**src/design/npvs_pkg.sv**
```systemverilog
`timescale 1ns / 1ps

package npvs_pkg;

	localparam int MAX_DIM    = 64;
	localparam int COMPONENTS = 1;
	localparam int IW         = $clog2(MAX_DIM);
	localparam int AW         = 3 * IW;
	localparam int PW         = 24;
	localparam int SW         = 7;
	localparam int CIW        = 3;
	localparam int DW         = 64;

	localparam logic [CIW-1:0] CFG_SIZE_X = 3'd0;
	localparam logic [CIW-1:0] CFG_SIZE_Y = 3'd1;
	localparam logic [CIW-1:0] CFG_SIZE_Z = 3'd2;
	localparam logic [CIW-1:0] CFG_RES_X  = 3'd3;
	localparam logic [CIW-1:0] CFG_RES_Y  = 3'd4;
	localparam logic [CIW-1:0] CFG_RES_Z  = 3'd5;

	localparam logic ACT_WRITE = 1'b0;
	localparam logic ACT_QUERY = 1'b1;

	typedef struct packed {
		logic                  action;
		logic [IW-1:0]         write_x;
		logic [IW-1:0]         write_y;
		logic [IW-1:0]         write_z;
		logic [COMPONENTS-1:0] positive_mask;
		logic [PW-1:0]         pos_x;
		logic [PW-1:0]         pos_y;
		logic [PW-1:0]         pos_z;
	} item_t;

	typedef struct packed {
		logic [IW-1:0] found_x;
		logic [IW-1:0] found_y;
		logic [IW-1:0] found_z;
		logic          center_positive;
		logic          not_found;
	} result_t;

	// size 0 acts as 1, sizes above the grid act as the grid
	function automatic logic [SW-1:0] eff_size(input logic [SW-1:0] s);
		logic [SW-1:0] r;
		r = s;
		if (s == '0)
			r = SW'(1);
		else if (s > SW'(MAX_DIM))
			r = SW'(MAX_DIM);
		return r;
	endfunction

endpackage

```
**src/design/npvs_div.sv**
```systemverilog
`timescale 1ns / 1ps

module npvs_div (
	input  logic                   clk,
	input  logic                   arst_n,
	input  logic                   go,
	input  logic [npvs_pkg::PW-1:0] num,
	input  logic [npvs_pkg::PW-1:0] den,
	output logic                   done,
	output logic [npvs_pkg::PW-1:0] quo
);

	import npvs_pkg::*;

	localparam int CW = $clog2(PW);

	logic          busy_q;
	logic          done_q;
	logic [CW-1:0] cnt_q;
	logic [PW-1:0] rem_q;
	logic [PW-1:0] quo_q;
	logic [PW:0]   sh;
	logic          ge;

	// restoring division, one quotient bit per cycle
	assign sh = {rem_q, quo_q[PW-1]};
	assign ge = sh >= {1'b0, den};

	always_ff @(posedge clk or negedge arst_n) begin
		if (!arst_n) begin
			busy_q <= 1'b0;
			done_q <= 1'b0;
			cnt_q  <= '0;
		end else begin
			done_q <= 1'b0;
			if (go) begin
				busy_q <= 1'b1;
				cnt_q  <= '0;
			end else if (busy_q) begin
				cnt_q <= cnt_q + CW'(1);
				if (cnt_q == CW'(PW - 1)) begin
					busy_q <= 1'b0;
					done_q <= 1'b1;
				end
			end
		end
	end

	always_ff @(posedge clk) begin
		if (go) begin
			rem_q <= '0;
			quo_q <= num;
		end else if (busy_q) begin
			rem_q <= ge ? PW'(sh - {1'b0, den}) : sh[PW-1:0];
			quo_q <= {quo_q[PW-2:0], ge};
		end
	end

	assign done = done_q;
	assign quo  = quo_q;

endmodule

```
**config.mk**
```make
export PLATFORM = sky130hd
export DESIGN_NAME = npvs_div
export DESIGN_NICKNAME = d
export VERILOG_FILES = /design/src/design/npvs_pkg.sv /design/src/design/npvs_div.sv
export SDC_FILE = /design/constraint.sdc
export NUM_CORES = 1
export LEC_CHECK = 0
export ABC_AREA = 1
export BUFFER_PORTS_ARGS = -buffer_cell sky130_fd_sc_hd__buf_4
export CAP_MARGIN = 10
export CORE_ASPECT_RATIO = 1.4
export CORE_MARGIN = 2
export CORE_UTILIZATION = 50
export DETAILED_ROUTE_END_ITERATION = 8
export PLACE_DENSITY = 0.72
export RECOVER_POWER = 100
export SETUP_SLACK_MARGIN = 0.5
export SYNTH_ARGS = -nofsm -noshare
export SYNTH_HDL_FRONTEND = slang
export SYNTH_SLANG_ARGS = --single-unit
```
**constraint.sdc**
```tcl
create_clock -name clk -period 2.9 [get_ports clk]
set_clock_uncertainty 0.05 [all_clocks]
set_input_delay 0.29 -clock clk [delete_from_list [all_inputs] [get_ports clk]]
set_output_delay 0.29 -clock clk [all_outputs]
set_load 0.005 [all_outputs]
```
==> metrics.yaml <==
finish:
  nFillCells: 834
  antenna_cells: 0
  regArea_sq_um: 1376
  layout.nets: 843
  multi_input_area_sq_um: 2372
  final_common_cell: "nand2_1"
  area_growth_pct: 19.32
  drive_above_1_share: 0.1343
  final_cell_mix: "nand2_1, inv_1, nand3_1, buf_4, nor2_1"
grt:
  grt.total_usage: 0.2740
  grt_pass1_vias: 4458
  grt_first_pass_wirelength_mm: 20.04
  grt_max_degree: 37
  overflow: 0
  antenna_found_initial: 0
place:
  globalplace.congestion: 1.060
  dp_hpwl_mm: 9.247
  port_buffers: 75
floorplan:
  dieHeight_um: 114.2
  io_pins: 76
  die_x_um: 82.73
  placementRows: 40
  start_util: 0.5100
  core_sq_um: 8508
  dieArea_sq_um: 9450
logic_synthesis:
  synthCells: 692
  synth_top_area_share: 0.2362
  ys_seq_area_frac: 0.3172
  synth.area.top_cells: "nand2_1, edfxtp_1, inv_1, dfxtp_1, ha_1"
  muxShareOfSynthArea: 0
  synth_seq_cells: 55
  synth_cell_types: 34
  synth_top_family_by_area: "simple AND/OR/NAND/NOR gates"
  synth_edf_count: 24
  synth_xor_xnor_area_share: 0.02018
  synth_top_cell_by_area: "nand2_1"
  synth_ff_type: "edfxtp_1"
  avgSynthCellArea_sq_um: 6.270
  netlist_area_sq_um: 4339
  yosys_warnings: 0
  ys_async_sr_fraction: 0.1273
  synth_nets: 769
  synthSimpleGateAreaFrac: 0.4011
  synth_compound_area_frac: 0.04412
  synth_adder_area_share: 0.07670
critical_path:
  critPathMaxFanout: 24
  cp.arrival_ps: 2620
  reg2reg_slack_ps: 440
  path_cells: "ha_1 -> nand2_1 -> inv_2 -> nand2_1 -> nor3_2 -> nand3_2 -> clkbuf_2 -> nand4_1 -> nand3_1 -> o21ai_0"
  worstRegToRegCells: 10
  cp_common_cell: "nand2_1"
  rr_startpoint: "rem_q[15]"
  crit_type: "flip-flop to flip-flop"
  start_kind: "flip-flop"
  endpoint_kind: "flip-flop"
  slowest_stage: "clkbuf_2"
  critPathMaxStageDelay_ps: 440
  cp-endpoint: "rem_q[4]"
  cp-startpoint: "rem_q[15]"
  timing.rr.end: "rem_q[4]"
  crit_required_ps: 3070
drt:
  drc: 0
  wire_per_inst_um: 13.97
  ant_nets: 0
  via_per_inst: 5.095
  drt_iter0_markers: 228
  num_vias: 4443
  wl_mm: 12.19
  firstDrtPassIters: 4
timing:
  max_freq_mhz: 407.3
  period_share: 0.8466
  finalCriticalPeriod_ps: 2455
  rsz0062_at_grt: "yes"
  hold_viol: 0
  slew_headroom: 0.2095
  report.final.setup_viol: 0
  tightestPinTransition_ps: 1186
  fin_tns_setup_ps: 0
  report.final.slew_viol_count: 0
clock_network:
  cts-htree-levels: 2
  clk-insertion-delay-late_ps: 300
  clockRootBuffer: "clkbuf_16"
  cts_tree: "yes"
  cts_max_path_buffers: 2
  clkTransAtPathRegs_ps: 80
  cts_buffers: 5
  cts_sinks: 55
run:
  maxCapViolations: 0
power_and_ir_drop:
  total_power_mw: 4.240
  p_leak_nw: 2.907
  cellPowerDensity_nw_per_um2: 818.9
  peakVddDrop_uv: 514.0
hold_path:
  hold_path.class: "input port to flip-flop"
run_status:
  outcome: "finished clean"
[flip-flops by register name (all words and copies together) (netlist names)]
| register | count |
|---|---|
| busy_q | 1 |
| quo | 24 |
| cnt_q | 5 |
| rem_q | 24 |
| done | 1 |
[kinds of logic (layout without fill, tap and decap cells)]
logic type	Yosys count	count (layout)
AOI/OAI and AO/OA	35	35
adders and majority gates	26	26
xor gates and xnor gates	10	10
DFF	55	55
and+or+nand+nor	409	410
buffers and inverters	157	231
[area by class of cell]
type / instances / area share
tap: 105 / 0.02537
multi-input combinational: 481 / 0.4582
clock buffer: 5 / 0.02417
inverter: 139 / 0.1008
clock inverter: 3 / 0.005317
timing repair buffer: 84 / 0.1203
sequential: 55 / 0.2658
[worst min path at each step]
| stage | end | slack, ps | startpoint | cells past startpoint |
|---|---|---|---|---|
| 2_1_floorplan | busy_q | -60 | arst_n | 0 |
| 3_3_place_gp | done | 60 | arst_n | 1 |
| 3_5_place_dp | done | 60 | arst_n | 1 |
| 4_1_cts | quo[2] | 200 | num[2] | 3 |
| 5_1_grt | quo[0] | 210 | num[0] | 3 |
| 6_report | quo[2] | 200 | num[2] | 3 |
[metrics by stage]
step                      hold WS (ps)  cells  area [sq um]  setup WS, ps    util
after floorplan                 -55.59    692          4339         821.1       -
after global placement           56.59    859          4982         464.4  0.5856
after detailed placement         58.82    859          4982         396.1  0.5856
after CTS                        198.5    868          5145         484.1  0.6047
after global routing             206.2    872          5177         284.6  0.6085
final                            202.0    872          5177         444.9  0.6085
[routing by layer]
layer / part of all wire / track usage / vias up
met1: 0.40 / 0.3163 / 1995
met5: 0 / 0 / -
met3: 0.046 / 0.03707 / 29
met4: 0.042 / 0.1541 / 0
met2: 0.51 / 0.4742 / 123
li1: - / - / 2296
[critical path, delay by kind of cell, from the launching register on]
kind | cells | cell delay, ps
adders and majority gates | 1 | 360
AOI/OAI and AO/OA | 1 | 100
buffers and inverters | 2 | 510
DFF | 1 | 330
and+or+nand+nor | 6 | 1030
[Yosys cell counts, types with 4 or more instances]
cell type and number:
nand2_1 273, inv_1 136, nand3_1 54, nor2_1 34, nand4_1 29, ha_1 25, dfxtp_1 24, edfxtp_1 24
a21oi_1 14, clkbuf_1 10, o21ai_0 10, o21ai_1 8, xnor2_1 8, dfrtp_1 7, buf_2 5, nor3_1 5
nor2_2 4
[where the power goes]
| group | total, mW | switching, mW | internal [mW] | leakage [nW] |
|---|---|---|---|---|
| clock network | 0.647 | 0.317 | 0.329 | 0.0719 |
| logic | 2.46 | 1.54 | 0.916 | 2.28 |
| registers | 1.14 | 0.130 | 1.01 | 0.553 |
[repair_timing]
item,4_1_cts,5_1_grt
hold buffers,1,0
pin swaps,1,2
buffers inserted,0,3
resized for setup,0,3
cloned,0,1
hold endpoints to repair,7,0
setup endpoints to repair,2,25
(Power assumes the default switching activity.)
