<file path="src/design/npvs_pkg.sv">
`timescale 1ns / 1ps

package npvs_pkg;

	localparam int MAX_DIM    = 64;
	localparam int COMPONENTS = 1;
	localparam int IW         = $clog2(MAX_DIM);
	localparam int AW         = 3 * IW;
	localparam int PW         = 24;
	localparam int SW         = 7;
	localparam int CIW        = 3;
	localparam int DW         = 64;

	localparam logic [CIW-1:0] CFG_SIZE_X = 3'd0;
	localparam logic [CIW-1:0] CFG_SIZE_Y = 3'd1;
	localparam logic [CIW-1:0] CFG_SIZE_Z = 3'd2;
	localparam logic [CIW-1:0] CFG_RES_X  = 3'd3;
	localparam logic [CIW-1:0] CFG_RES_Y  = 3'd4;
	localparam logic [CIW-1:0] CFG_RES_Z  = 3'd5;

	localparam logic ACT_WRITE = 1'b0;
	localparam logic ACT_QUERY = 1'b1;

	typedef struct packed {
		logic                  action;
		logic [IW-1:0]         write_x;
		logic [IW-1:0]         write_y;
		logic [IW-1:0]         write_z;
		logic [COMPONENTS-1:0] positive_mask;
		logic [PW-1:0]         pos_x;
		logic [PW-1:0]         pos_y;
		logic [PW-1:0]         pos_z;
	} item_t;

	typedef struct packed {
		logic [IW-1:0] found_x;
		logic [IW-1:0] found_y;
		logic [IW-1:0] found_z;
		logic          center_positive;
		logic          not_found;
	} result_t;

	// size 0 acts as 1, sizes above the grid act as the grid
	function automatic logic [SW-1:0] eff_size(input logic [SW-1:0] s);
		logic [SW-1:0] r;
		r = s;
		if (s == '0)
			r = SW'(1);
		else if (s > SW'(MAX_DIM))
			r = SW'(MAX_DIM);
		return r;
	endfunction

endpackage

</file>
<file path="src/design/npvs_dist.sv">
`timescale 1ns / 1ps

module npvs_dist (
	input  logic                    clk,
	input  logic                    arst_n,
	input  logic                    go,
	input  logic [npvs_pkg::IW-1:0] idx_x,
	input  logic [npvs_pkg::IW-1:0] idx_y,
	input  logic [npvs_pkg::IW-1:0] idx_z,
	input  logic [npvs_pkg::PW-1:0] pos_x,
	input  logic [npvs_pkg::PW-1:0] pos_y,
	input  logic [npvs_pkg::PW-1:0] pos_z,
	input  logic [npvs_pkg::PW-1:0] res_x,
	input  logic [npvs_pkg::PW-1:0] res_y,
	input  logic [npvs_pkg::PW-1:0] res_z,
	output logic                    done,
	output logic [npvs_pkg::DW-1:0] dist_sq
);

	import npvs_pkg::*;

	localparam int BW = IW + 1 + PW;

	logic          issue_q;
	logic [1:0]    k_q;
	logic [IW-1:0] sel_i;
	logic [PW-1:0] sel_p;
	logic [PW-1:0] sel_r;

	logic          v_s1, v_s2, v_s3;
	logic          last_s1, last_s2, last_s3;
	logic [BW-1:0] a_s1, b_s1;
	logic [BW-1:0] d_s2;
	logic [2*BW-1:0] sq_s3;
	logic [DW-1:0] acc_q;
	logic          done_q;

	always_comb begin
		case (k_q)
			2'd0:    begin sel_i = idx_x; sel_p = pos_x; sel_r = res_x; end
			2'd1:    begin sel_i = idx_y; sel_p = pos_y; sel_r = res_y; end
			default: begin sel_i = idx_z; sel_p = pos_z; sel_r = res_z; end
		endcase
	end

	always_ff @(posedge clk or negedge arst_n) begin
		if (!arst_n) begin
			issue_q <= 1'b0;
			k_q     <= '0;
			v_s1    <= 1'b0;
			v_s2    <= 1'b0;
			v_s3    <= 1'b0;
			done_q  <= 1'b0;
		end else begin
			if (go) begin
				issue_q <= 1'b1;
				k_q     <= '0;
			end else if (issue_q) begin
				k_q <= k_q + 2'd1;
				if (k_q == 2'd2)
					issue_q <= 1'b0;
			end
			v_s1   <= issue_q && !go;
			v_s2   <= v_s1;
			v_s3   <= v_s2;
			done_q <= v_s3 && last_s3;
		end
	end

	// doubled coordinates: (2*pos - (2*i+1)*res)^2 per axis
	always_ff @(posedge clk) begin
		last_s1 <= k_q == 2'd2;
		a_s1    <= BW'({sel_p, 1'b0});
		b_s1    <= BW'({sel_i, 1'b1}) * BW'(sel_r);
		last_s2 <= last_s1;
		d_s2    <= (a_s1 >= b_s1) ? a_s1 - b_s1 : b_s1 - a_s1;
		last_s3 <= last_s2;
		sq_s3   <= (2*BW)'(d_s2) * (2*BW)'(d_s2);
		if (go)
			acc_q <= '0;
		else if (v_s3)
			acc_q <= acc_q + DW'(sq_s3);
	end

	assign done    = done_q;
	assign dist_sq = acc_q;

endmodule

</file>
<file path="config.mk">
export PLATFORM = sky130hd
export DESIGN_NAME = npvs_dist
export DESIGN_NICKNAME = d
export VERILOG_FILES = /design/src/design/npvs_pkg.sv /design/src/design/npvs_dist.sv
export SDC_FILE = /design/constraint.sdc
export NUM_CORES = 2
export LEC_CHECK = 0
export ABC_AREA = 1
export BUFFER_PORTS_ARGS = -buffer_cell sky130_fd_sc_hd__clkbuf_2
export CORE_MARGIN = 3
export CORE_UTILIZATION = 45
export DETAILED_ROUTE_END_ITERATION = 6
export MAX_ROUTING_LAYER = met4
export SYNTH_ARGS = -nofsm -noshare
export SYNTH_HDL_FRONTEND = slang
export SYNTH_SLANG_ARGS = --single-unit
</file>
<file path="constraint.sdc">
create_clock -name clk -period 10.7 [get_ports clk]
set_clock_uncertainty 0.05 [all_clocks]
set_input_delay 1.605 -clock clk [delete_from_list [all_inputs] [get_ports clk]]
set_output_delay 1.605 -clock clk [all_outputs]
set_load 0.005 [all_outputs]
</file>
==> metrics.yaml <==
synthesis:
  synth_common_cells: "inv_1 (1,918), nand2_1 (1,842), fa_1 (859), ha_1 (432), nor2_1 (429)"
  ys.flop_type: "dfxtp_1"
  synth_nets: 8306
  ys_seq_elements: 221
  synth.area.top_cells: "fa_1 (35%), inv_1 (15%), nand2_1 (14%)"
  synth_edf_count: 0
  yosysTopAreaCell: "fa_1"
  yosysWarnings: 0
  yosysMostFrequentCell: "inv_1"
  synthDominantCellAreaShare: 0.3479
  synth-async-reset-ratio: 0.03167
  synth_cells: 6850
  netlist_area_um2: 49430
  syn_avg_cell_area_um2: 7.216
  ys_seq_area_frac: 0.09022
  ys_types: 43
critical_path:
  cpLargestDelayFamily: "adder cells"
  critPathMostFrequentCell: "fa_1"
  critPathBufInv: 5
  crit_slowest_cell: "dfxtp_1"
  cpPeakStageDelay_ns: 0.92
  cp-start-kind: "flip-flop"
  reg2reg_slack_ns: 2.91
  crit_chain: "buf_4, nand2_1, inv_1, fa_1, fa_1, fa_1, inv_1, fa_1, inv_1, fa_1, fa_1, fa_1, fa_1, ha_1, nand2_1, nor2_1, inv_1, nor2_1, and3_1, nand2_1, nand3_1, nand2_1, nand2_1, xor2_1"
  worst_setup_path_end_kind: "flip-flop"
  required_ns: 11.15
  crit_fanout: 16
  critPathKind: "flip-flop to flip-flop"
  crit_arrival_ns: 8.23
timing:
  tns_ns: 0
  rsz0062_at_grt: "false"
  slew_viol_final: 0
  relSlewSlack: 0.2374
  fmax_mhz: 128.5
  worst_pin_slew_ns: 1.141
  finalHoldViolations: 0
  timing.final.ws_setup_ns: 2.915
  period_needed_ns: 7.785
  setup_violations: 0
  fin_crit_sh: 0.7276
layout:
  post-route-util: 0.4894
  fill_cells: 11130
  syn2layout_area_growth_pct: 7.034
  final_cell_count_no_fill: 8408
  layout-drive-gt1-share: 0.04941
  nets: 8436
detailed_routing:
  drc_errors: 0
  via_per_inst: 4.933
  drt-initial-drc-count: 2681
  drtAntennaViolNets: 0
  dr_total_vias: 41480
  dr.pass1.iters: 6
  wl_per_cell_um: 17.86
  routed_wl_um: 150200
global_route:
  grt_antenna_before_repair: 0
  first_global_vias: 43100
  grt_max_degree: 57
  grtUsageTotal: 0.2774
  grt-ovfl-total: 0
  grt_pass1_wl_um: 239000
placement:
  post-dp-hpwl_um: 126300
  portBuffers: 229
  dp_slack_ns: 3.002
  gp_congestion: 1.019
  dp.cells: 8352
cts:
  clk_path_buf_depth: 3
  post_cts_buffers: 0
  cts_max_level: 1
  cts_buffers: 29
  clkSinkCount: 221
  hold_buffers: 0
  clk_pin_slew_ns: 0.07
  cts_resized: 0
  ctsRootBufferMaster: "clkbuf_16"
  tritoncts: "done"
  clock_latency_ns: 0.61
outcome:
  status: "completed"
die:
  fp-row-count: 120
  die_y_um: 337.4
  die_width_um: 337.4
  coreArea_um2: 108100
  boundaryPins: 230
  start_util: 0.4572
  die_area_um2: 113900
run:
  drv_cap: 0
worst_hold_path:
  worstHoldPathType: "flip-flop to flip-flop"
-- cells in the final DEF (no fill, tap or decap), types with 22 or more instances in the layout --
master	Yosys	final
inv_1	1918	1918
nand2_1	1842	1842
fa_1	859	859
ha_1	432	430
nor2_1	429	428
a21oi_1	247	247
clkbuf_2	4	229
dfxtp_1	214	214
nand3_1	174	174
o21ai_0	153	153
xor2_1	132	132
nor3_1	41	41
buf_4	3	37
xnor2_1	31	31
o21bai_1	29	29
clkbuf_16	0	29
a22oi_1	26	26
nand4_1	22	22
-- flip-flops by register name (all words and copies together), names as in the netlist, 2 cells and up --
register	cells
k_q	2
b_s1	31
a_s1	24
d_s2	31
dist_sq	64
sq_s3	61
-- routing by layer --
metal  share of wire  global-route usage
met2            0.48              0.4679
met4           0.029             0.06779
met5               0                   -
met1            0.43              0.3633
met3           0.054             0.02304
-- logic make-up (layout without fill, tap and decap cells) --
family          Yosys count  after routing  share of synthesized area
compound gates          540            540                    0.06164
xor+xnor                163            163                    0.02888
fa+ha+maj              1291           1291                     0.4573
buf+inv                2090           2243                     0.1600
flops                   221            221                    0.09022
other cells               0              2                          0
simple gates           2545           2545                     0.2021
-- stage by stage --
step                hold slack, ns  cell area (um2)
floorplan                   0.2596            49430
global placement            0.2608            51940
detailed placement          0.2621            51940
CTS                         0.2451            52900
global route                0.2543            52900
finish                      0.2438            52910
-- final timing paths --
path	from	to	depth (start not counted)
min in group asynchronous	arst_n	v_s3	1
hold reg to reg	last_s1	last_s2	0
setup / recovery	d_s2[15]	sq_s3[31]	24
hold / removal	last_s1	last_s2	0
max in group asynchronous	arst_n	v_s2	1
setup reg to reg	d_s2[15]	sq_s3[31]	24
-- cell type report --
class                           instances  area [um2]  area share
Inverter                             1923        7218      0.1364
Clock inverter                         22       227.7    0.004304
Tap cell                             1403        1755     0.03318
Sequential cell                       221        4463     0.08436
Antenna cell                            2       5.005  0.00009460
Timing Repair Buffer                  266        1424     0.02691
Multi-Input combinational cell       4539       37080      0.7008
Clock buffer                           32       737.0     0.01393
Power is left out: the tool's default activity adds up to more than one toggle a clock period on the data nets, which glitch-free logic cannot reach.
